===== src/hw/rtl/pcd_pkg.sv =====
// shared constants and codes for the persistent congestion detector
`default_nettype none

package pcd_pkg;

    localparam int TX_TIME_W   = 63;
    localparam int COUNT_W     = 32;
    localparam int STATUS_W    = 3;
    localparam int CFG_IDX_W   = 3;
    localparam int CFG_DATA_W  = 32;
    localparam int SRTT_W      = 32;
    localparam int RTTVAR_W    = 32;
    localparam int THRESH_W    = 8;
    localparam int GRAN_W      = 16;
    localparam int PTO_W       = 35;
    localparam int PERIOD_W    = 43;
    localparam int PERIOD_NS_W = 53;
    localparam int SEEN_W      = 2;

    localparam logic [SEEN_W-1:0] SEEN_SAT = 2'd2;

    localparam logic [CFG_IDX_W-1:0] REG_SRTT      = 3'd0;
    localparam logic [CFG_IDX_W-1:0] REG_RTTVAR    = 3'd1;
    localparam logic [CFG_IDX_W-1:0] REG_RTT_VALID = 3'd2;
    localparam logic [CFG_IDX_W-1:0] REG_THRESH    = 3'd3;
    localparam logic [CFG_IDX_W-1:0] REG_GRAN      = 3'd4;

    localparam logic [THRESH_W-1:0] THRESH_RESET = 8'd3;
    localparam logic [GRAN_W-1:0]   GRAN_RESET   = 16'd1000;

    localparam logic [STATUS_W-1:0] ST_DETECTED    = 3'd0;
    localparam logic [STATUS_W-1:0] ST_FEW_PKTS    = 3'd1;
    localparam logic [STATUS_W-1:0] ST_NO_RTT      = 3'd2;
    localparam logic [STATUS_W-1:0] ST_ZERO_PERIOD = 3'd3;
    localparam logic [STATUS_W-1:0] ST_SHORT       = 3'd4;

endpackage

`default_nettype wire


===== src/hw/rtl/pcd_if.sv =====
// handshake interfaces for lost packet items, verdict items and register writes
`default_nettype none

interface pcd_pkt_if;
    import pcd_pkg::*;
    logic                 valid;
    logic                 ready;
    logic [TX_TIME_W-1:0] tx_time_ns;
    logic                 elicit_ack;
    logic                 last_in_batch;
    modport source(output valid, tx_time_ns, elicit_ack, last_in_batch, input ready);
    modport sink(input valid, tx_time_ns, elicit_ack, last_in_batch, output ready);
endinterface

interface pcd_res_if;
    import pcd_pkg::*;
    logic                valid;
    logic                ready;
    logic [STATUS_W-1:0] batch_status;
    logic                congestion_declared;
    logic [COUNT_W-1:0]  detections_total;
    modport source(output valid, batch_status, congestion_declared, detections_total,
                   input ready);
    modport sink(input valid, batch_status, congestion_declared, detections_total,
                 output ready);
endinterface

interface pcd_cfg_if;
    import pcd_pkg::*;
    logic                  valid;
    logic                  ready;
    logic [CFG_IDX_W-1:0]  index;
    logic [CFG_DATA_W-1:0] data;
    modport source(output valid, index, data, input ready);
    modport sink(input valid, index, data, output ready);
endinterface

`default_nettype wire


===== src/hw/rtl/persistent_congestion_detector_core.sv =====
// persistent congestion detector: min/max span tracking over lost packet batches
// Takes one lost packet item per clock while no last packet is stalled. Packets that
// are not last in their batch give no result; the last packet gives one verdict item
// after it is accepted (input register, batch close, span subtract, compare into
// the output register). The span test is done in nanoseconds against period * 1000,
// which matches the truncated microsecond compare. The period is derived from the
// registers through a three-register chain, so a register write takes effect for
// items accepted from the next cycle on. A stalled verdict holds only the stages
// behind it that also carry a verdict; non-final packets keep flowing.
`default_nettype none

module persistent_congestion_detector_core (
    input  logic      i_clk,
    input  logic      i_rst_n,
    pcd_pkt_if.sink   i_pkt,
    pcd_res_if.source o_res,
    pcd_cfg_if.sink   i_cfg
);
    import pcd_pkg::*;

    // configuration
    logic [SRTT_W-1:0]   r_srtt;
    logic [RTTVAR_W-1:0] r_rttvar;
    logic                r_rtt_valid;
    logic [THRESH_W-1:0] r_thresh;
    logic [GRAN_W-1:0]   r_gran;

    // derived period
    logic [RTTVAR_W+1:0]    n_var4;
    logic [PTO_W-1:0]       n_pto;
    logic [PTO_W-1:0]       r_pto;
    logic [PERIOD_W-1:0]    r_period;
    logic [PERIOD_NS_W-1:0] r_period_ns;

    // handshake
    logic out_free, d_move, d_free, c_move, c_free, a_move, a_free, in_acc;

    // input stage
    logic                 r_a_valid;
    logic [TX_TIME_W-1:0] r_a_time;
    logic                 r_a_elic;
    logic                 r_a_last;

    // open batch
    logic [TX_TIME_W-1:0] r_early, r_late, n_early, n_late;
    logic [SEEN_W-1:0]    r_pkt_cnt, r_elic_cnt, n_pkt_cnt, n_elic_cnt;

    // closed batch
    logic                 r_c_valid;
    logic [TX_TIME_W-1:0] r_c_early, r_c_late;
    logic [SEEN_W-1:0]    r_c_pkt_cnt, r_c_elic_cnt;

    // span stage
    logic                 r_d_valid;
    logic [TX_TIME_W-1:0] r_d_span;
    logic                 r_d_few_pkts, r_d_few_elic;

    // verdict
    logic                r_out_valid;
    logic [STATUS_W-1:0] r_out_status, n_status;
    logic                r_out_declared;
    logic [COUNT_W-1:0]  r_out_total, r_cnt, n_cnt;
    logic                span_long;

    assign i_cfg.ready = 1'b1;

    always_ff @(posedge i_clk) begin
        if (!i_rst_n) begin
            r_srtt      <= '0;
            r_rttvar    <= '0;
            r_rtt_valid <= 1'b0;
            r_thresh    <= THRESH_RESET;
            r_gran      <= GRAN_RESET;
        end else if (i_cfg.valid) begin
            case (i_cfg.index)
                REG_SRTT:      r_srtt      <= i_cfg.data[SRTT_W-1:0];
                REG_RTTVAR:    r_rttvar    <= i_cfg.data[RTTVAR_W-1:0];
                REG_RTT_VALID: r_rtt_valid <= i_cfg.data[0];
                REG_THRESH:    r_thresh    <= i_cfg.data[THRESH_W-1:0];
                REG_GRAN:      r_gran      <= i_cfg.data[GRAN_W-1:0];
                default: begin
                end
            endcase
        end
    end

    always_comb begin
        n_var4 = {r_rttvar, 2'b00};
        if (n_var4 > (RTTVAR_W+2)'(r_gran)) begin
            n_pto = PTO_W'(r_srtt) + PTO_W'(n_var4);
        end else begin
            n_pto = PTO_W'(r_srtt) + PTO_W'(r_gran);
        end
    end

    // period * 1000 = (p << 10) - (p << 4) - (p << 3)
    always_ff @(posedge i_clk) begin
        r_pto       <= n_pto;
        r_period    <= PERIOD_W'(r_pto) * PERIOD_W'(r_thresh);
        r_period_ns <= {r_period, 10'b0} - PERIOD_NS_W'({r_period, 4'b0})
                       - PERIOD_NS_W'({r_period, 3'b0});
    end

    assign out_free = !r_out_valid || o_res.ready;
    assign d_move   = r_d_valid && out_free;
    assign d_free   = !r_d_valid || d_move;
    assign c_move   = r_c_valid && d_free;
    assign c_free   = !r_c_valid || c_move;
    assign a_move   = r_a_valid && (!r_a_last || c_free);
    assign a_free   = !r_a_valid || a_move;
    assign in_acc   = i_pkt.valid && a_free;

    assign i_pkt.ready = a_free;

    always_ff @(posedge i_clk) begin
        if (!i_rst_n) begin
            r_a_valid <= 1'b0;
        end else if (a_free) begin
            r_a_valid <= i_pkt.valid;
        end
        if (in_acc) begin
            r_a_time <= i_pkt.tx_time_ns;
            r_a_elic <= i_pkt.elicit_ack;
            r_a_last <= i_pkt.last_in_batch;
        end
    end

    always_comb begin
        n_early    = r_early;
        n_late     = r_late;
        n_elic_cnt = r_elic_cnt;
        n_pkt_cnt  = (r_pkt_cnt < SEEN_SAT) ? r_pkt_cnt + 2'd1 : r_pkt_cnt;
        if (r_a_elic) begin
            if (r_elic_cnt == '0) begin
                n_early = r_a_time;
                n_late  = r_a_time;
            end else begin
                if (r_a_time < r_early) begin
                    n_early = r_a_time;
                end
                if (r_a_time > r_late) begin
                    n_late = r_a_time;
                end
            end
            if (r_elic_cnt < SEEN_SAT) begin
                n_elic_cnt = r_elic_cnt + 2'd1;
            end
        end
    end

    always_ff @(posedge i_clk) begin
        if (!i_rst_n) begin
            r_early    <= '0;
            r_late     <= '0;
            r_pkt_cnt  <= '0;
            r_elic_cnt <= '0;
        end else if (a_move) begin
            if (r_a_last) begin
                r_early    <= '0;
                r_late     <= '0;
                r_pkt_cnt  <= '0;
                r_elic_cnt <= '0;
            end else begin
                r_early    <= n_early;
                r_late     <= n_late;
                r_pkt_cnt  <= n_pkt_cnt;
                r_elic_cnt <= n_elic_cnt;
            end
        end
    end

    always_ff @(posedge i_clk) begin
        if (!i_rst_n) begin
            r_c_valid <= 1'b0;
        end else if (c_free) begin
            r_c_valid <= a_move && r_a_last;
        end
        if (c_free && a_move && r_a_last) begin
            r_c_early    <= n_early;
            r_c_late     <= n_late;
            r_c_pkt_cnt  <= n_pkt_cnt;
            r_c_elic_cnt <= n_elic_cnt;
        end
    end

    always_ff @(posedge i_clk) begin
        if (!i_rst_n) begin
            r_d_valid <= 1'b0;
        end else if (d_free) begin
            r_d_valid <= c_move;
        end
        if (c_move) begin
            r_d_span     <= r_c_late - r_c_early;
            r_d_few_pkts <= r_c_pkt_cnt < SEEN_SAT;
            r_d_few_elic <= r_c_elic_cnt < SEEN_SAT;
        end
    end

    assign span_long = r_d_span >= TX_TIME_W'(r_period_ns);

    always_comb begin
        if (r_d_few_pkts) begin
            n_status = ST_FEW_PKTS;
        end else if (!r_rtt_valid) begin
            n_status = ST_NO_RTT;
        end else if (r_period == '0) begin
            n_status = ST_ZERO_PERIOD;
        end else if (r_d_few_elic || !span_long) begin
            n_status = ST_SHORT;
        end else begin
            n_status = ST_DETECTED;
        end
        n_cnt = r_cnt;
        if (n_status == ST_DETECTED && r_cnt != '1) begin
            n_cnt = r_cnt + 32'd1;
        end
    end

    always_ff @(posedge i_clk) begin
        if (!i_rst_n) begin
            r_out_valid <= 1'b0;
            r_cnt       <= '0;
        end else begin
            if (out_free) begin
                r_out_valid <= d_move;
            end
            if (d_move) begin
                r_cnt <= n_cnt;
            end
        end
        if (d_move) begin
            r_out_status   <= n_status;
            r_out_declared <= n_status == ST_DETECTED;
            r_out_total    <= n_cnt;
        end
    end

    assign o_res.valid               = r_out_valid;
    assign o_res.batch_status        = r_out_status;
    assign o_res.congestion_declared = r_out_declared;
    assign o_res.detections_total    = r_out_total;

endmodule

`default_nettype wire

===== src/flat_wrapper.sv =====
// flat-port wrapper written by rule: the top's interface ports become plain ports
module persistent_congestion_detector_core_flat import pcd_pkg::*;
  (i_clk, i_rst_n, i_pkt_valid, i_pkt_tx_time_ns, i_pkt_elicit_ack, i_pkt_last_in_batch, i_pkt_ready, o_res_valid, o_res_batch_status, o_res_congestion_declared, o_res_detections_total, o_res_ready, i_cfg_valid, i_cfg_index, i_cfg_data, i_cfg_ready);
  pcd_pkt_if i_pkt_i ();
  pcd_res_if o_res_i ();
  pcd_cfg_if i_cfg_i ();
  input  logic i_clk;
  input  logic i_rst_n;
  input wire logic [$bits(i_pkt_i.valid)-1:0] i_pkt_valid;
  input wire logic [$bits(i_pkt_i.tx_time_ns)-1:0] i_pkt_tx_time_ns;
  input wire logic [$bits(i_pkt_i.elicit_ack)-1:0] i_pkt_elicit_ack;
  input wire logic [$bits(i_pkt_i.last_in_batch)-1:0] i_pkt_last_in_batch;
  output wire logic [$bits(i_pkt_i.ready)-1:0] i_pkt_ready;
  output wire logic [$bits(o_res_i.valid)-1:0] o_res_valid;
  output wire logic [$bits(o_res_i.batch_status)-1:0] o_res_batch_status;
  output wire logic [$bits(o_res_i.congestion_declared)-1:0] o_res_congestion_declared;
  output wire logic [$bits(o_res_i.detections_total)-1:0] o_res_detections_total;
  input wire logic [$bits(o_res_i.ready)-1:0] o_res_ready;
  input wire logic [$bits(i_cfg_i.valid)-1:0] i_cfg_valid;
  input wire logic [$bits(i_cfg_i.index)-1:0] i_cfg_index;
  input wire logic [$bits(i_cfg_i.data)-1:0] i_cfg_data;
  output wire logic [$bits(i_cfg_i.ready)-1:0] i_cfg_ready;
  assign i_pkt_i.valid = i_pkt_valid;
  assign i_pkt_i.tx_time_ns = i_pkt_tx_time_ns;
  assign i_pkt_i.elicit_ack = i_pkt_elicit_ack;
  assign i_pkt_i.last_in_batch = i_pkt_last_in_batch;
  assign i_pkt_ready = i_pkt_i.ready;
  assign o_res_valid = o_res_i.valid;
  assign o_res_batch_status = o_res_i.batch_status;
  assign o_res_congestion_declared = o_res_i.congestion_declared;
  assign o_res_detections_total = o_res_i.detections_total;
  assign o_res_i.ready = o_res_ready;
  assign i_cfg_i.valid = i_cfg_valid;
  assign i_cfg_i.index = i_cfg_index;
  assign i_cfg_i.data = i_cfg_data;
  assign i_cfg_ready = i_cfg_i.ready;
  persistent_congestion_detector_core u_core (.i_clk(i_clk), .i_rst_n(i_rst_n), .i_pkt(i_pkt_i), .o_res(o_res_i), .i_cfg(i_cfg_i));
endmodule

===== config.mk =====
export PLATFORM = sky130hd
export DESIGN_NAME = persistent_congestion_detector_core_flat
export DESIGN_NICKNAME = d
export VERILOG_FILES = /design/src/hw/rtl/pcd_pkg.sv /design/src/hw/rtl/pcd_if.sv /design/src/hw/rtl/persistent_congestion_detector_core.sv /design/src/flat_wrapper.sv
export SDC_FILE = /design/constraint.sdc
export NUM_CORES = 2
export LEC_CHECK = 0
export ABC_AREA = 1
export BUFFER_PORTS_ARGS = -buffer_cell sky130_fd_sc_hd__buf_4
export CORE_MARGIN = 1
export CORE_UTILIZATION = 45
export CTS_CLUSTER_DIAMETER = 100
export DETAILED_ROUTE_END_ITERATION = 12
export PLACE_DENSITY = 0.59
export SETUP_SLACK_MARGIN = 0.3
export SLEW_MARGIN = 15
export SYNTH_ARGS = -nofsm -noshare
export SYNTH_HDL_FRONTEND = slang
export SYNTH_SLANG_ARGS = --single-unit

===== constraint.sdc =====
create_clock -name i_clk -period 5.56 [get_ports i_clk]
set_input_delay 0 -clock i_clk [delete_from_list [all_inputs] [get_ports i_clk]]
set_output_delay 0 -clock i_clk [all_outputs]
set_load 0.02 [all_outputs]

* After elaboration in Yosys (flattened, before gate mapping)
Cells that the tools add are included.
Cells by class: $add $sub $neg 8, $mul 1, muxes and demuxes 19, eq/ne operators 5, reductions and logical operators 29, order comparisons 8
Operators by type and width (count):
- two-way mux 63 bit | 8
- >= comparator 63 x 53 -> 1 bit | 1
- greater-than comparator 63 bit | 1
- less-than comparator 63 bit | 1
- subtractor 63 bit | 1
- subtractor 53 x 46 -> 53 bit | 1
- subtractor 53 x 47 -> 53 bit | 1
- zero test 43 bit | 1
- multiplier 35 x 8 -> 43 bit | 1
- adder 32 x 34 -> 35 bit | 1
- two-way mux 35 bit | 1
- greater-than comparator 34 x 16 -> 1 bit | 1
- adder 32 x 16 -> 33 bit | 1
- adder 32 x 1 -> 32 bit (second input constant) | 1
- two-way mux 32 bit | 1
- inequality test 32 bit (second input constant) | 1
- two-way mux 3 bit | 4
- two-way mux 2 bit | 5
- AND reduction 2 bit | 5
- logical AND 1 bit | 8
- less-than comparator 2 bit (second input constant) | 4
- == test 3 x 2 -> 1 bit (second input constant) | 2
- zero test 1 bit | 6
- zero test 3 bit | 2
- other kinds (5) | 11
Storage, ports and cells: flip-flop bits (word level) 682, word-level logic and storage cells 100, output and inout port bits 39

* Logic depth before layout (Yosys ltp)
depth after elaboration 10, gate-level depth with buffers 24, mapped depth without buffers 23

* Least setup slack after synthesis
No wires, ideal clock.
path kind register to register, start register u_core.r_thresh[7], end register u_core.r_period[26], buffers on the path 2, setup slack 0.892 ns, library setup time 0.121 ns, period minus slack after synthesis 4.668 ns, arrival 4.548 ns, stages on the path, launching flop included 21, required time 5.439 ns, path through dfxtp_1 clkbuf_1 clkbuf_1 nand2_1 fa_1 fa_1 inv_1 fa_1 inv_1 fa_1 inv_1 ha_1 inv_1 o21ai_0 a21oi_1 o21ai_2 a21boi_1 o21ai_1 nand2_1 nand2_1 xor2_1
Between the ends: cells in the longest elaborated chain, start to end 1
Ends and longest elaborated chain:
- start: declaration | line persistent_congestion_detector_core.sv:25 | logic [THRESH_W-1:0] r_thresh;
- start signal: assignment | line persistent_congestion_detector_core.sv:79 | REG_THRESH: r_thresh <= i_cfg.data[THRESH_W-1:0];
- multiplier 35 x 8 -> 43 bit | line persistent_congestion_detector_core.sv:99 | r_period <= PERIOD_W'(r_pto) * PERIOD_W'(r_thresh);
- end signal: assignment | line persistent_congestion_detector_core.sv:99
- end: declaration | line persistent_congestion_detector_core.sv:32 | logic [PERIOD_W-1:0] r_period;
Every way passes these cells. A chain may end at the register's enable or synchronous reset.

* Worst setup path in the final report
start register u_core.r_thresh[6], end register u_core.r_period[37]
Same word-level chain as after synthesis.

==> results.tsv <==
metric	value	unit
seqCellArea	16400	sq um
post-place-ws	0.245	ns
fill_cells	11289	
antenna_found_initial	7	
tritoncts	done	
placed_area	54100	sq um
min_period	4.92	ns
dieHeight	341	um
critPathArrivalTime	5.48	ns
critPathKind	reg -> reg	
synth_xor_area_frac	0.0349	
post_cts_buffers	0	
drtPass1Iterations	6	
core-area	114000	sq um
drc	0	
vias	43834	
reg2reg_from	u_core.r_thresh[6]	
cts-htree-levels	3	
maxCapViolations	0	
clk_latency	0.68	ns
required	6.13	ns
gr-usage-all-layers	0.260	
yosys.area_share.simple	0.240	
syn-num-nets	7558	
power	20.6	mW
place_congestion	0.959	
maxSlewHeadroom	0.283	
holdCritStartpoint	i_pkt_tx_time_ns[11]	
syn_inst	6783	
die_area	116000	sq um
most-common-layout-cells	nand2_1 (1456), inv_1 (1259), nor2_1 (546)	
io_buffers	142	
stdcell_count	8555	
p_leak	27.7	nW
fin_tns_setup	0	ns
rsz0062_at_grt	true	
grt_pass1_vias	43023	
synthAdderAreaFrac	0.196	
die-width	341	um
multi_input_area	29600	sq um
dp.cells	8275	
endpoint_kind	flip-flop	
overflow	0	
cts.sinks	674	
synth_cell_type_count	70	
first_iter_violations	3206	
clock_path_buffers	3	
totalWireLength	151000	um
worstMarginPinSlew	1.07	ns
async_flop_share	0	
drv_slew	0	
fin_area	58200	sq um
synth_ff_type	dfxtp_1	
start_kind	flip-flop	
peakVddDrop	0.388	mV
hold_class	in -> reg	
fin_skew	0.0252	ns
vias_per_cell	5.12	
grt_pass1_wl	239000	um
crit_fanout	28	
synth_edf_count	291	
synth_seq_cells	674	
hold_viol	0	
cts_buffers	80	
synth_top_family_by_area	simple AND/OR/NAND/NOR gates	
io_pins	144	
cts_root_buffer	clkbuf_16	
layout-drive-gt1-share	0.0679	
power.density	354	nW/um^2
holdWs	0.0456	ns
ant_nets	0	
area_delta_synth_final	12.5	%
synth.mux.area_fraction	0	
start_util	0.453	
rows	124	
setup.worst_path.start	u_core.r_thresh[6]	
final_common_cell	nand2_1	
grt_max_degree	92	
netlist_area	51700	sq um
hpwl	118000	um
clk_pin_slew	0.06	ns
fmax	203	MHz
avgSynthCellArea	7.63	sq um
setup_slack	0.645	ns
wl_per_cell	17.7	um
status	finished, final reports clean	
period_share	0.884	
final_nets	7750	
yosys_warnings	0	
utilization	0.510	
yosysSeqAreaShare	0.317	
report.final.setup_viol	0	
synth_compound_area_frac	0.101	
[final timing paths]
path	to	slack [ns]	cells after the start
max	u_core.r_period[37]	0.64	18
min	u_core.r_a_time[11]	0.05	2
max reg2reg	u_core.r_period[37]	0.64	18
min reg2reg	u_core.r_early[40]	0.46	2
[critical path, cell delays in order, from the launching register on]
cell and delay [ns]:
dfxtp_2 0.47, buf_12 0.22, nand2_1 0.07, inv_1 0.08, fa_1 0.44, fa_1 0.52
fa_1 0.55, inv_1 0.06, fa_1 0.52, inv_1 0.04, ha_1 0.35, a21oi_1 0.26
inv_1 0.07, a31oi_1 0.33, o21ai_0 0.22, a221oi_1 0.36, nand3_1 0.11, nand2_1 0.07
nand2_1 0.05
[cell usage after synthesis (5+ instances only)]
master | instances | area, sq um
and3_1 | 9 | 56.3
edfxtp_1 | 291 | 8740
nand4_1 | 63 | 394
inv_1 | 1260 | 4730
nand2_4 | 15 | 169
clkbuf_1 | 109 | 409
fa_1 | 237 | 4740
o21bai_1 | 26 | 195
nand3_2 | 40 | 400
nor3_1 | 55 | 275
inv_2 | 6 | 22.5
clkbuf_2 | 26 | 130
nor4_1 | 23 | 144
o211ai_1 | 10 | 75.1
o21ai_1 | 18 | 90.1
dfxtp_1 | 383 | 7670
buf_8 | 6 | 90.1
buf_2 | 28 | 140
nand3_1 | 380 | 1900
a21oi_2 | 13 | 114
a21oi_1 | 490 | 2450
a21boi_0 | 8 | 60.1
nor2_2 | 5 | 31.3
a21o_1 | 40 | 300
a31oi_1 | 43 | 269
buf_6 | 5 | 56.3
xor2_1 | 154 | 1350
a221oi_1 | 6 | 52.6
nor2_1 | 550 | 2060
buf_1 | 12 | 45.0
xnor2_1 | 52 | 455
nand2_2 | 58 | 363
and2_1 | 132 | 826
o21a_1 | 17 | 128
o21ai_2 | 5 | 43.8
nand2_1 | 1457 | 5470
ha_1 | 433 | 5420
o21ai_0 | 259 | 1300
[flip-flops by register name (all words and copies together), names as in the netlist, 2 cells and up]
signal / count
u_core.r_a_time: 63
u_core.r_late: 63
u_core.r_elic_cnt: 2
u_core.r_c_late: 63
u_core.r_early: 63
u_core.r_period_ns: 50
u_core.r_pto: 35
u_core.o_res.batch_status: 3
u_core.r_gran: 16
u_core.r_thresh: 8
u_core.r_cnt: 32
u_core.r_c_early: 63
u_core.r_period: 43
u_core.r_rttvar: 32
u_core.r_srtt: 32
u_core.r_d_span: 60
u_core.o_res.detections_total: 32
u_core.r_pkt_cnt: 2
[layer usage]
layer | GRT usage | part of all wire | vias to the layer above
met3 | 0.0379 | 0.065 | 175
li1 | - | - | 21917
met1 | 0.384 | 0.49 | 20582
met4 | 0.0742 | 0.024 | 2
met5 | 0 | 0.000086 | -
met2 | 0.391 | 0.42 | 1158
[where the power goes]
part / switching (mW) / total, mW / internal, mW
Sequential: 0.433 / 6.21 / 5.77
Combinational: 5.89 / 8.91 / 3.01
Clock: 2.24 / 5.50 / 3.26
[area by class of cell]
cell class / count / area share
inverters: 1268 / 0.0819
diodes: 2 / 0.0000860
multi-input cells: 4645 / 0.509
well taps: 1512 / 0.0325
clock inverters: 39 / 0.00841
repair buffers: 306 / 0.0465
clock buffers: 109 / 0.0389
flip-flops and latches: 674 / 0.282
[logic make-up (layout without fill, tap and decap cells)]
family,count (synthesis),in the layout
other,1,3
adder cells (fa/ha/maj),670,670
AO/OA/AOI/OAI,951,951
AND/OR/NAND/NOR,2817,2817
buffers and inverters,1464,1722
XOR/XNOR,206,206
flip-flops,674,674
[timing repair]
action                                  4_1_cts  5_1_grt
hold endpoints to repair                    251        0
endpoints found under the setup margin        2       10
gates resized for setup                       1        7
hold buffers                                129        0
pin swaps                                     0        0
Note: power is estimated with default switching activity, not from simulation.
